File: config.mk
export PLATFORM = sky130hd
export DESIGN_NAME = queue_id_allocator_with_owner_flat
export DESIGN_NICKNAME = d
export VERILOG_FILES = /design/src/qida_pkg.sv /design/src/qida_if.sv /design/src/qida_owner_tab.sv /design/src/queue_id_allocator_with_owner.sv /design/src/flat_wrapper.sv
export SDC_FILE = /design/constraint.sdc
export NUM_CORES = 1
export LEC_CHECK = 0
export ABC_AREA = 1
export BUFFER_PORTS_ARGS = -buffer_cell sky130_fd_sc_hd__clkbuf_2
export CORE_MARGIN = 5
export CORE_UTILIZATION = 39
export CTS_BUF_LIST = sky130_fd_sc_hd__clkbuf_4 sky130_fd_sc_hd__clkbuf_8
export DETAILED_ROUTE_END_ITERATION = 7
export GPL_ROUTABILITY_DRIVEN = 1
export SLEW_MARGIN = 40
export SYNTH_ARGS = -nofsm -noshare
export SYNTH_HDL_FRONTEND = slang
export SYNTH_SLANG_ARGS = --single-unit
File: constraint.sdc
create_clock -name clk -period 4.5 [get_ports clk]
set_clock_uncertainty 0.15 [all_clocks]
set_input_delay 0 -clock clk [delete_from_list [all_inputs] [get_ports clk]]
set_output_delay 0 -clock clk [all_outputs]
set_load 0.005 [all_outputs]
File: src/qida_pkg.sv
`timescale 1ns / 1ps
`default_nettype none

package qida_pkg;

  localparam int QUEUE_COUNT = 16;
  localparam int OWNER_BITS  = 16;
  localparam int QIDX_W      = $clog2(QUEUE_COUNT);
  localparam int GRANT_W     = 4;
  localparam int FREED_W     = 16;
  localparam int INDEX_W     = 8;

  typedef enum logic [1:0] {
    OP_INIT    = 2'd0,
    OP_ALLOC   = 2'd1,
    OP_RELEASE = 2'd2,
    OP_CHECK   = 2'd3
  } qida_op_t;

  typedef enum logic [1:0] {
    ST_OK       = 2'd0,
    ST_FULL     = 2'd1,
    ST_INVALID  = 2'd2,
    ST_MISMATCH = 2'd3
  } qida_status_t;

  typedef enum logic [1:0] {
    FSM_IDLE,
    FSM_SCAN,
    FSM_WAIT
  } qida_fsm_t;

  typedef struct packed {
    logic                  en;
    logic [QIDX_W-1:0]     addr;
    logic [OWNER_BITS-1:0] data;
  } qida_tab_wr_t;

endpackage

`default_nettype wire

File: src/qida_if.sv
`timescale 1ns / 1ps
`default_nettype none

interface qida_in_if;
  logic        valid;
  logic        ready;
  logic [1:0]  opcode;
  logic [15:0] owner_id;
  logic [7:0]  queue_index;

  modport source (output valid, output opcode, output owner_id, output queue_index,
                  input ready);
  modport sink (input valid, input opcode, input owner_id, input queue_index,
                output ready);
endinterface

interface qida_out_if;
  logic        valid;
  logic        ready;
  logic [1:0]  status;
  logic [3:0]  granted_queue;
  logic [15:0] freed_mask;

  modport source (output valid, output status, output granted_queue, output freed_mask,
                  input ready);
  modport sink (input valid, input status, input granted_queue, input freed_mask,
                output ready);
endinterface

`default_nettype wire

File: src/qida_owner_tab.sv
`timescale 1ns / 1ps
`default_nettype none

module qida_owner_tab (
  input  wire                                    clk,
  input  wire                                    rst_n,
  input  wire qida_pkg::qida_tab_wr_t            wr,
  input  wire [qida_pkg::QIDX_W-1:0]             raddr,
  input  wire [qida_pkg::OWNER_BITS-1:0]         owner,
  output logic                                   match
);

  logic [qida_pkg::OWNER_BITS-1:0] tab_r [qida_pkg::QUEUE_COUNT];

  always_ff @(posedge clk) begin
    if (!rst_n) begin
      for (int q = 0; q < qida_pkg::QUEUE_COUNT; q++) begin
        tab_r[q] <= '0;
      end
    end else if (wr.en) begin
      tab_r[wr.addr] <= wr.data;
    end
  end

  // Single shared comparator: one stored owner is checked per cycle.
  assign match = (tab_r[raddr] == owner);

endmodule

`default_nettype wire

File: src/queue_id_allocator_with_owner.sv
`timescale 1ns / 1ps
`default_nettype none

// Queue number allocator with owner record. Each input transaction is one command
// and yields exactly one result transaction. A sequencer walks the queues one per
// cycle through a single owner comparator: init and a check of an out-of-range
// index go straight to the result, a valid check compares one entry, allocate
// stops at the lowest free queue, and release always walks every queue; the result
// register may then wait on the consumer. A new command is taken once the previous
// result is in the output register, even if that result has not yet been taken.

module queue_id_allocator_with_owner (
  input  wire         clk,
  input  wire         rst_n,
  qida_in_if.sink     in_chan,
  qida_out_if.source  out_chan
);

  qida_pkg::qida_fsm_t    state_r, state_nxt;
  qida_pkg::qida_op_t     op_r, op_nxt;
  qida_pkg::qida_status_t status_r, status_nxt;
  qida_pkg::qida_status_t out_status_r, out_status_nxt;

  logic [qida_pkg::OWNER_BITS-1:0]  owner_r, owner_nxt;
  logic [qida_pkg::QIDX_W-1:0]      idx_r, idx_nxt;
  logic [qida_pkg::QIDX_W-1:0]      cnt_r, cnt_nxt;
  logic [qida_pkg::QUEUE_COUNT-1:0] alloc_r, alloc_nxt;
  logic [qida_pkg::GRANT_W-1:0]     granted_r, granted_nxt;
  logic [qida_pkg::QUEUE_COUNT-1:0] freed_r, freed_nxt;
  logic                             out_valid_r, out_valid_nxt;
  logic [qida_pkg::GRANT_W-1:0]     out_granted_r, out_granted_nxt;
  logic [qida_pkg::FREED_W-1:0]     out_freed_r, out_freed_nxt;

  qida_pkg::qida_tab_wr_t           tab_wr;
  logic [qida_pkg::QIDX_W-1:0]      raddr;
  logic                             match;
  logic                             last;
  logic                             idx_bad;

  qida_owner_tab u_owner_tab (
    .clk   (clk),
    .rst_n (rst_n),
    .wr    (tab_wr),
    .raddr (raddr),
    .owner (owner_r),
    .match (match)
  );

  assign raddr   = (op_r == qida_pkg::OP_CHECK) ? idx_r : cnt_r;
  assign last    = (cnt_r == qida_pkg::QIDX_W'(qida_pkg::QUEUE_COUNT - 1));
  assign idx_bad = ({1'b0, in_chan.queue_index} >=
                    (qida_pkg::INDEX_W + 1)'(qida_pkg::QUEUE_COUNT));

  always_comb begin
    state_nxt       = state_r;
    op_nxt          = op_r;
    owner_nxt       = owner_r;
    idx_nxt         = idx_r;
    cnt_nxt         = cnt_r;
    alloc_nxt       = alloc_r;
    status_nxt      = status_r;
    granted_nxt     = granted_r;
    freed_nxt       = freed_r;
    out_valid_nxt   = out_valid_r;
    out_status_nxt  = out_status_r;
    out_granted_nxt = out_granted_r;
    out_freed_nxt   = out_freed_r;
    tab_wr.en       = 1'b0;
    tab_wr.addr     = cnt_r;
    tab_wr.data     = '0;
    in_chan.ready   = 1'b0;

    if (out_valid_r && out_chan.ready) begin
      out_valid_nxt = 1'b0;
    end

    case (state_r)
      qida_pkg::FSM_IDLE: begin
        in_chan.ready = 1'b1;
        if (in_chan.valid) begin
          op_nxt      = qida_pkg::qida_op_t'(in_chan.opcode);
          owner_nxt   = qida_pkg::OWNER_BITS'(in_chan.owner_id);
          idx_nxt     = qida_pkg::QIDX_W'(in_chan.queue_index);
          cnt_nxt     = '0;
          status_nxt  = qida_pkg::ST_OK;
          granted_nxt = '0;
          freed_nxt   = '0;
          case (qida_pkg::qida_op_t'(in_chan.opcode))
            qida_pkg::OP_INIT: begin
              alloc_nxt = qida_pkg::QUEUE_COUNT'(1);
              state_nxt = qida_pkg::FSM_WAIT;
            end
            qida_pkg::OP_CHECK: begin
              if (idx_bad) begin
                status_nxt = qida_pkg::ST_INVALID;
                state_nxt  = qida_pkg::FSM_WAIT;
              end else begin
                state_nxt = qida_pkg::FSM_SCAN;
              end
            end
            default: begin
              state_nxt = qida_pkg::FSM_SCAN;
            end
          endcase
        end
      end
      qida_pkg::FSM_SCAN: begin
        case (op_r)
          qida_pkg::OP_ALLOC: begin
            if (!alloc_r[cnt_r]) begin
              alloc_nxt[cnt_r] = 1'b1;
              tab_wr.en        = 1'b1;
              tab_wr.data      = owner_r;
              granted_nxt      = qida_pkg::GRANT_W'(cnt_r);
              state_nxt        = qida_pkg::FSM_WAIT;
            end else if (last) begin
              status_nxt = qida_pkg::ST_FULL;
              state_nxt  = qida_pkg::FSM_WAIT;
            end else begin
              cnt_nxt = cnt_r + 1'b1;
            end
          end
          qida_pkg::OP_RELEASE: begin
            // Queue 0 is freed by any owner's release.
            if (alloc_r[cnt_r] && (match || cnt_r == '0)) begin
              alloc_nxt[cnt_r] = 1'b0;
              freed_nxt[cnt_r] = 1'b1;
              tab_wr.en        = 1'b1;
            end
            if (last) begin
              state_nxt = qida_pkg::FSM_WAIT;
            end else begin
              cnt_nxt = cnt_r + 1'b1;
            end
          end
          qida_pkg::OP_CHECK: begin
            if (!match) begin
              status_nxt = qida_pkg::ST_MISMATCH;
            end
            state_nxt = qida_pkg::FSM_WAIT;
          end
          default: begin
            state_nxt = qida_pkg::FSM_WAIT;
          end
        endcase
      end
      qida_pkg::FSM_WAIT: begin
        if (!out_valid_r || out_chan.ready) begin
          out_valid_nxt   = 1'b1;
          out_status_nxt  = status_r;
          out_granted_nxt = granted_r;
          out_freed_nxt   = qida_pkg::FREED_W'(freed_r);
          state_nxt       = qida_pkg::FSM_IDLE;
        end
      end
      default: begin
        state_nxt = qida_pkg::FSM_IDLE;
      end
    endcase
  end

  always_ff @(posedge clk) begin
    if (!rst_n) begin
      state_r     <= qida_pkg::FSM_IDLE;
      alloc_r     <= qida_pkg::QUEUE_COUNT'(1);
      out_valid_r <= 1'b0;
    end else begin
      state_r     <= state_nxt;
      alloc_r     <= alloc_nxt;
      out_valid_r <= out_valid_nxt;
    end
  end

  always_ff @(posedge clk) begin
    op_r          <= op_nxt;
    owner_r       <= owner_nxt;
    idx_r         <= idx_nxt;
    cnt_r         <= cnt_nxt;
    status_r      <= status_nxt;
    granted_r     <= granted_nxt;
    freed_r       <= freed_nxt;
    out_status_r  <= out_status_nxt;
    out_granted_r <= out_granted_nxt;
    out_freed_r   <= out_freed_nxt;
  end

  assign out_chan.valid         = out_valid_r;
  assign out_chan.status        = out_status_r;
  assign out_chan.granted_queue = out_granted_r;
  assign out_chan.freed_mask    = out_freed_r;

  a_init_reserves_zero: assert property (@(posedge clk) disable iff (!rst_n)
    (in_chan.valid && in_chan.ready && in_chan.opcode == qida_pkg::OP_INIT)
      |=> (alloc_r == qida_pkg::QUEUE_COUNT'(1)))
    else $error("init did not leave only queue 0 reserved");

  a_grant_or_free: assert property (@(posedge clk) disable iff (!rst_n)
    out_valid_r |-> (out_granted_r == '0 || out_freed_r == '0))
    else $error("result carries both a grant and a freed mask");

  a_wait_loads_result: assert property (@(posedge clk) disable iff (!rst_n)
    (state_r == qida_pkg::FSM_WAIT && !out_valid_r) |=> out_valid_r)
    else $error("finished command did not reach the output register");

  a_no_accept_busy: assert property (@(posedge clk) disable iff (!rst_n)
    (state_r == qida_pkg::FSM_SCAN) |=> !(in_chan.valid && in_chan.ready) ||
      $past(state_nxt) == qida_pkg::FSM_IDLE)
    else $error("command accepted while a scan is in progress");

endmodule

`default_nettype wire
File: src/flat_wrapper.sv
// flat-port wrapper written by rule: the top's interface ports become plain ports
module queue_id_allocator_with_owner_flat 
  (clk, rst_n, in_chan_valid, in_chan_opcode, in_chan_owner_id, in_chan_queue_index, in_chan_ready, out_chan_valid, out_chan_status, out_chan_granted_queue, out_chan_freed_mask, out_chan_ready);
  qida_in_if in_chan_i ();
  qida_out_if out_chan_i ();
  input  wire clk;
  input  wire rst_n;
  input wire logic [$bits(in_chan_i.valid)-1:0] in_chan_valid;
  input wire logic [$bits(in_chan_i.opcode)-1:0] in_chan_opcode;
  input wire logic [$bits(in_chan_i.owner_id)-1:0] in_chan_owner_id;
  input wire logic [$bits(in_chan_i.queue_index)-1:0] in_chan_queue_index;
  output wire logic [$bits(in_chan_i.ready)-1:0] in_chan_ready;
  output wire logic [$bits(out_chan_i.valid)-1:0] out_chan_valid;
  output wire logic [$bits(out_chan_i.status)-1:0] out_chan_status;
  output wire logic [$bits(out_chan_i.granted_queue)-1:0] out_chan_granted_queue;
  output wire logic [$bits(out_chan_i.freed_mask)-1:0] out_chan_freed_mask;
  input wire logic [$bits(out_chan_i.ready)-1:0] out_chan_ready;
  assign in_chan_i.valid = in_chan_valid;
  assign in_chan_i.opcode = in_chan_opcode;
  assign in_chan_i.owner_id = in_chan_owner_id;
  assign in_chan_i.queue_index = in_chan_queue_index;
  assign in_chan_ready = in_chan_i.ready;
  assign out_chan_valid = out_chan_i.valid;
  assign out_chan_status = out_chan_i.status;
  assign out_chan_granted_queue = out_chan_i.granted_queue;
  assign out_chan_freed_mask = out_chan_i.freed_mask;
  assign out_chan_i.ready = out_chan_ready;
  queue_id_allocator_with_owner u_core (.clk(clk), .rst_n(rst_n), .in_chan(in_chan_i), .out_chan(out_chan_i));
endmodule
==> results.md <==
- FF/Latch Area: 10,200 um^2
- Clk_lat worst skew: between 0.6 and 0.7 ns
- Number of antenna violations at the first check in global routing: 0
- Vias post-DR: 12,346
- Placed wire-length estimate: 30,200 um
- Worst-margin pin slew: 0.887 ns
- Fin. Hold Viols: 0
- Synth async-reset ratio: 0
- Hold Crit Start: in_chan_opcode[0]
- Total congestion overflow: 0
- Hold Crit Class: primary input to register
- Die width: roughly 210 um
- CTS sink count: 345
- Drt pass-1 iters: 6
- WP data arrival: ~4.4 ns
- Final Instance Area: approximately 19,000 um^2
- Synth Cell Area: 16,000 um^2
- Post-synthesis sequential area ratio: 0.636
- R2R depth: 23
- Antenna Nets Post-Route: 0
- Max Buffers Root-to-Sink: 3
- Maximum vdd drop: approximately 300 uV
- Worst reg2reg startpoint: u_core.op_r[0]$_DFFE_PP_
- Fill cell count: 3,768
- Slew HR: 0.407
- Synth Net Count: 1,640
- CP Class: register to register
- Vias in the first global route: around 12,000
- # diodes: 0
- Final std cells w/o fill: 2,311
- Synthesized instance count: 1,601
- CP startpoint kind: register
- DR vias/cell: 5.34
- DP Area: roughly 17,000 um^2
- Root Buffer: clkbuf_8
- Area grow syn2layout: 17.9%
- Largest net degree at the start of global routing: 48
- Synth Area per Inst: 9.98 um^2
- Final setup vio count: 0
- Yosys top cell area share: 0.612
- Port buffer count: 53
- Total Routing Usage GR: 0.206
- Initial Util: 0.393
- Initial DRC count: roughly 1,300
- Final setup TNS: 0 ns
- Layout Utilization: 0.464
- Post-layout min period: 4.23 ns
- Final nets: 1,774
- Distinct cells, synth: 34
- Post-synth EDFFs: 326
- Placed Cells incl. Taps: 2,159
- Routed WL: between 40,000 and 50,000 um
- TritonCTS clock tree: yes
- CP max FO: 20
- FF-to-FF End: u_core.u_owner_tab.tab_r[3][10]$_SDFFCE_PN0P_
- Synth top area cells: edfxtp_1, nand3_1, nand2_1, nor2_1, dfxtp_1
- Synth top cells by count: nand2_1, nor2_1, edfxtp_1
- Post-CTS Setup Repair Bufs: 0
- Crit end category: register
- Req. time, crit path: 4.67 ns
- Layout cells sized above 1: 0.152
- YS warnings: 0
- Hold endpoint: u_core.op_r[0]$_DFFE_PP_
- First-pass GRT wire length: 71,200 um
- Multi-input gate area: a little over 5000 um^2
- Pleak: 6.86 nW
- Clock transition at path regs: 0.06 ns
- Post-synth top flop: edfxtp_1
- Post-DR wirelength/cell: 20.4 um
- Fmax: roughly 240 MHz
- DIE AREA: approximately 45,000 um^2
- Worst Hold Depth: 2
- Most frequent cell after synthesis: nand2_1
- Final period utilization: 0.941
- DRC: 0
- Row count: 74
- CTS buffer count: 56
- Max cap viols: 0
- Die Ht: 212 um
- RSZ-0062 raised after global routing: no
- H-tree depth: 2
- Tot Pwr: 7.86 mW
- PD cells: roughly 420 nW/um^2
- Final slew viol count: 0
- FF-to-FF setup slack: 0.27 ns
- Status: finished clean
- Core area: approximately 40,000 um^2
- Final Wtd Congestion: 0.901
- Cell taking the most area after synthesis: edfxtp_1
- # IOs: 54
- Number of synthesized register bits: 345
[critical path: stages, from the launching register on]
cell and delay, ns:
edfxtp_1 0.38, ha_1 0.21, inv_2 0.08, nand2_2 0.10
buf_4 0.34, buf_4 0.32, nand3_1 0.09, nand3_1 0.10
nand3_1 0.10, nand3_1 0.25, nand2_1 0.10, nand2_1 0.06
nand2_1 0.06, nor2_1 0.14, nand2_1 0.07, nor2_1 0.10
nand2_1 0.14, nand2_1 0.12, nand3_2 0.09, o21ai_4 0.23
buf_6 0.28, nand3_4 0.08, nand2_1 0.14, buf_12 0.17
[how the worst max path moves through the flow]
stage                              from                                             to  slack (ns)  depth (start not counted)
2_1_floorplan  u_core.op_r[0]$_DFFE_PP_   u_core.u_owner_tab.tab_r[1][0]$_SDFFCE_PN0P_        0.88                         20
3_3_place_gp   u_core.op_r[0]$_DFFE_PP_  u_core.u_owner_tab.tab_r[1][13]$_SDFFCE_PN0P_        0.31                         23
3_5_place_dp   u_core.op_r[0]$_DFFE_PP_   u_core.u_owner_tab.tab_r[3][1]$_SDFFCE_PN0P_        0.23                         23
4_1_cts        u_core.op_r[0]$_DFFE_PP_  u_core.u_owner_tab.tab_r[3][10]$_SDFFCE_PN0P_        0.20                         24
5_1_grt        u_core.op_r[1]$_DFFE_PP_   u_core.u_owner_tab.tab_r[3][4]$_SDFFCE_PN0P_        0.03                         23
6_report       u_core.op_r[0]$_DFFE_PP_  u_core.u_owner_tab.tab_r[3][10]$_SDFFCE_PN0P_        0.27                         23
[layout make-up]
cell class	count	area share
Inverter	49	0.00976
Clock buffer	82	0.0523
Clock inverter	20	0.00664
Multi-Input combinational cell	1104	0.272
Tap cell	532	0.0353
Sequential cell	345	0.540
Timing Repair Buffer	179	0.0837
[metrics by stage]
step                hold slack, ns  setup WS (ns)
global placement            0.0265          0.305
floorplan                  -0.0511          0.879
CTS                        0.00157          0.203
detailed placement          0.0287          0.225
global route                0.0206         0.0276
finish                      0.0427          0.266
[layout by cell type (no fill, tap or decap), types with 2 or more instances in the layout]
cell type      Yosys  final
o21a_1            14     14
edfxtp_1         326    326
clkinv_2           0      6
dfxtp_1           19     19
clkbuf_4           0     23
buf_12             1     19
dlygate4sd3_1      0     50
a21oi_1           28     28
buf_4             13     56
nand3b_1          13     13
nand3_1          286    286
clkinv_1           0     10
clkbuf_2           0     53
ha_1               9      9
o21ai_0           26     26
nor2_1           333    330
nor2_2             0      3
o211ai_1           9      9
nand3_4           10     10
nor3_2             0      2
o21ai_4            2      3
o21ai_2            3      2
inv_1             45     45
nand2_1          347    336
nand2_2            4     15
nand2_4            2      2
inv_2              4      4
clkbuf_8           0     59
nand3_2            7      7
[metal layers]
metal	vias to the layer above	wire length, um	share of wire	global-route usage
met5	-	0	0	0
met4	0	1640	0.035	0.0753
met3	87	4240	0.090	0.0413
met2	600	21400	0.45	0.319
met1	5918	19900	0.42	0.288
li1	5741	-	-	-
[power by group]
part / internal, mW / switching (mW)
combinational: 0.441 / 0.919
clock: 1.46 / 1.26
sequential: 3.68 / 0.0854
total: 5.59 / 2.27
[registers in the layout, summed over array words and instances (netlist names)]
register                       count
u_core.u_owner_tab.tab_r         256
u_core.idx_r                       4
u_core.owner_r                    16
u_core.cnt_r                       4
u_core.granted_r                   4
u_core.alloc_r                    16
u_core.out_chan.valid              1
u_core.op_r                        2
u_core.state_r                     2
u_core.freed_r                    16
u_core.out_chan.status             2
u_core.out_chan.freed_mask        16
u_core.status_r                    2
u_core.out_chan.granted_queue      4
[logic make-up after synthesis]
family,count (synthesis),synth area share
adders and majority gates,9,0.00705
buffers and inverters,152,0.0466
DFF,345,0.636
and+or+nand+nor,1006,0.275
AOI/OAI and AO/OA,88,0.0345
xor gates and xnor gates,1,0.000548
[what timing repair did]
action | in CTS | in global routing
setup endpoints to repair | 0 | 85
endpoints found under the hold margin | 95 | 0
hold buffers | 50 | 0
gates resized for setup | 0 | 1
Power figures use the tool's default switching activity.
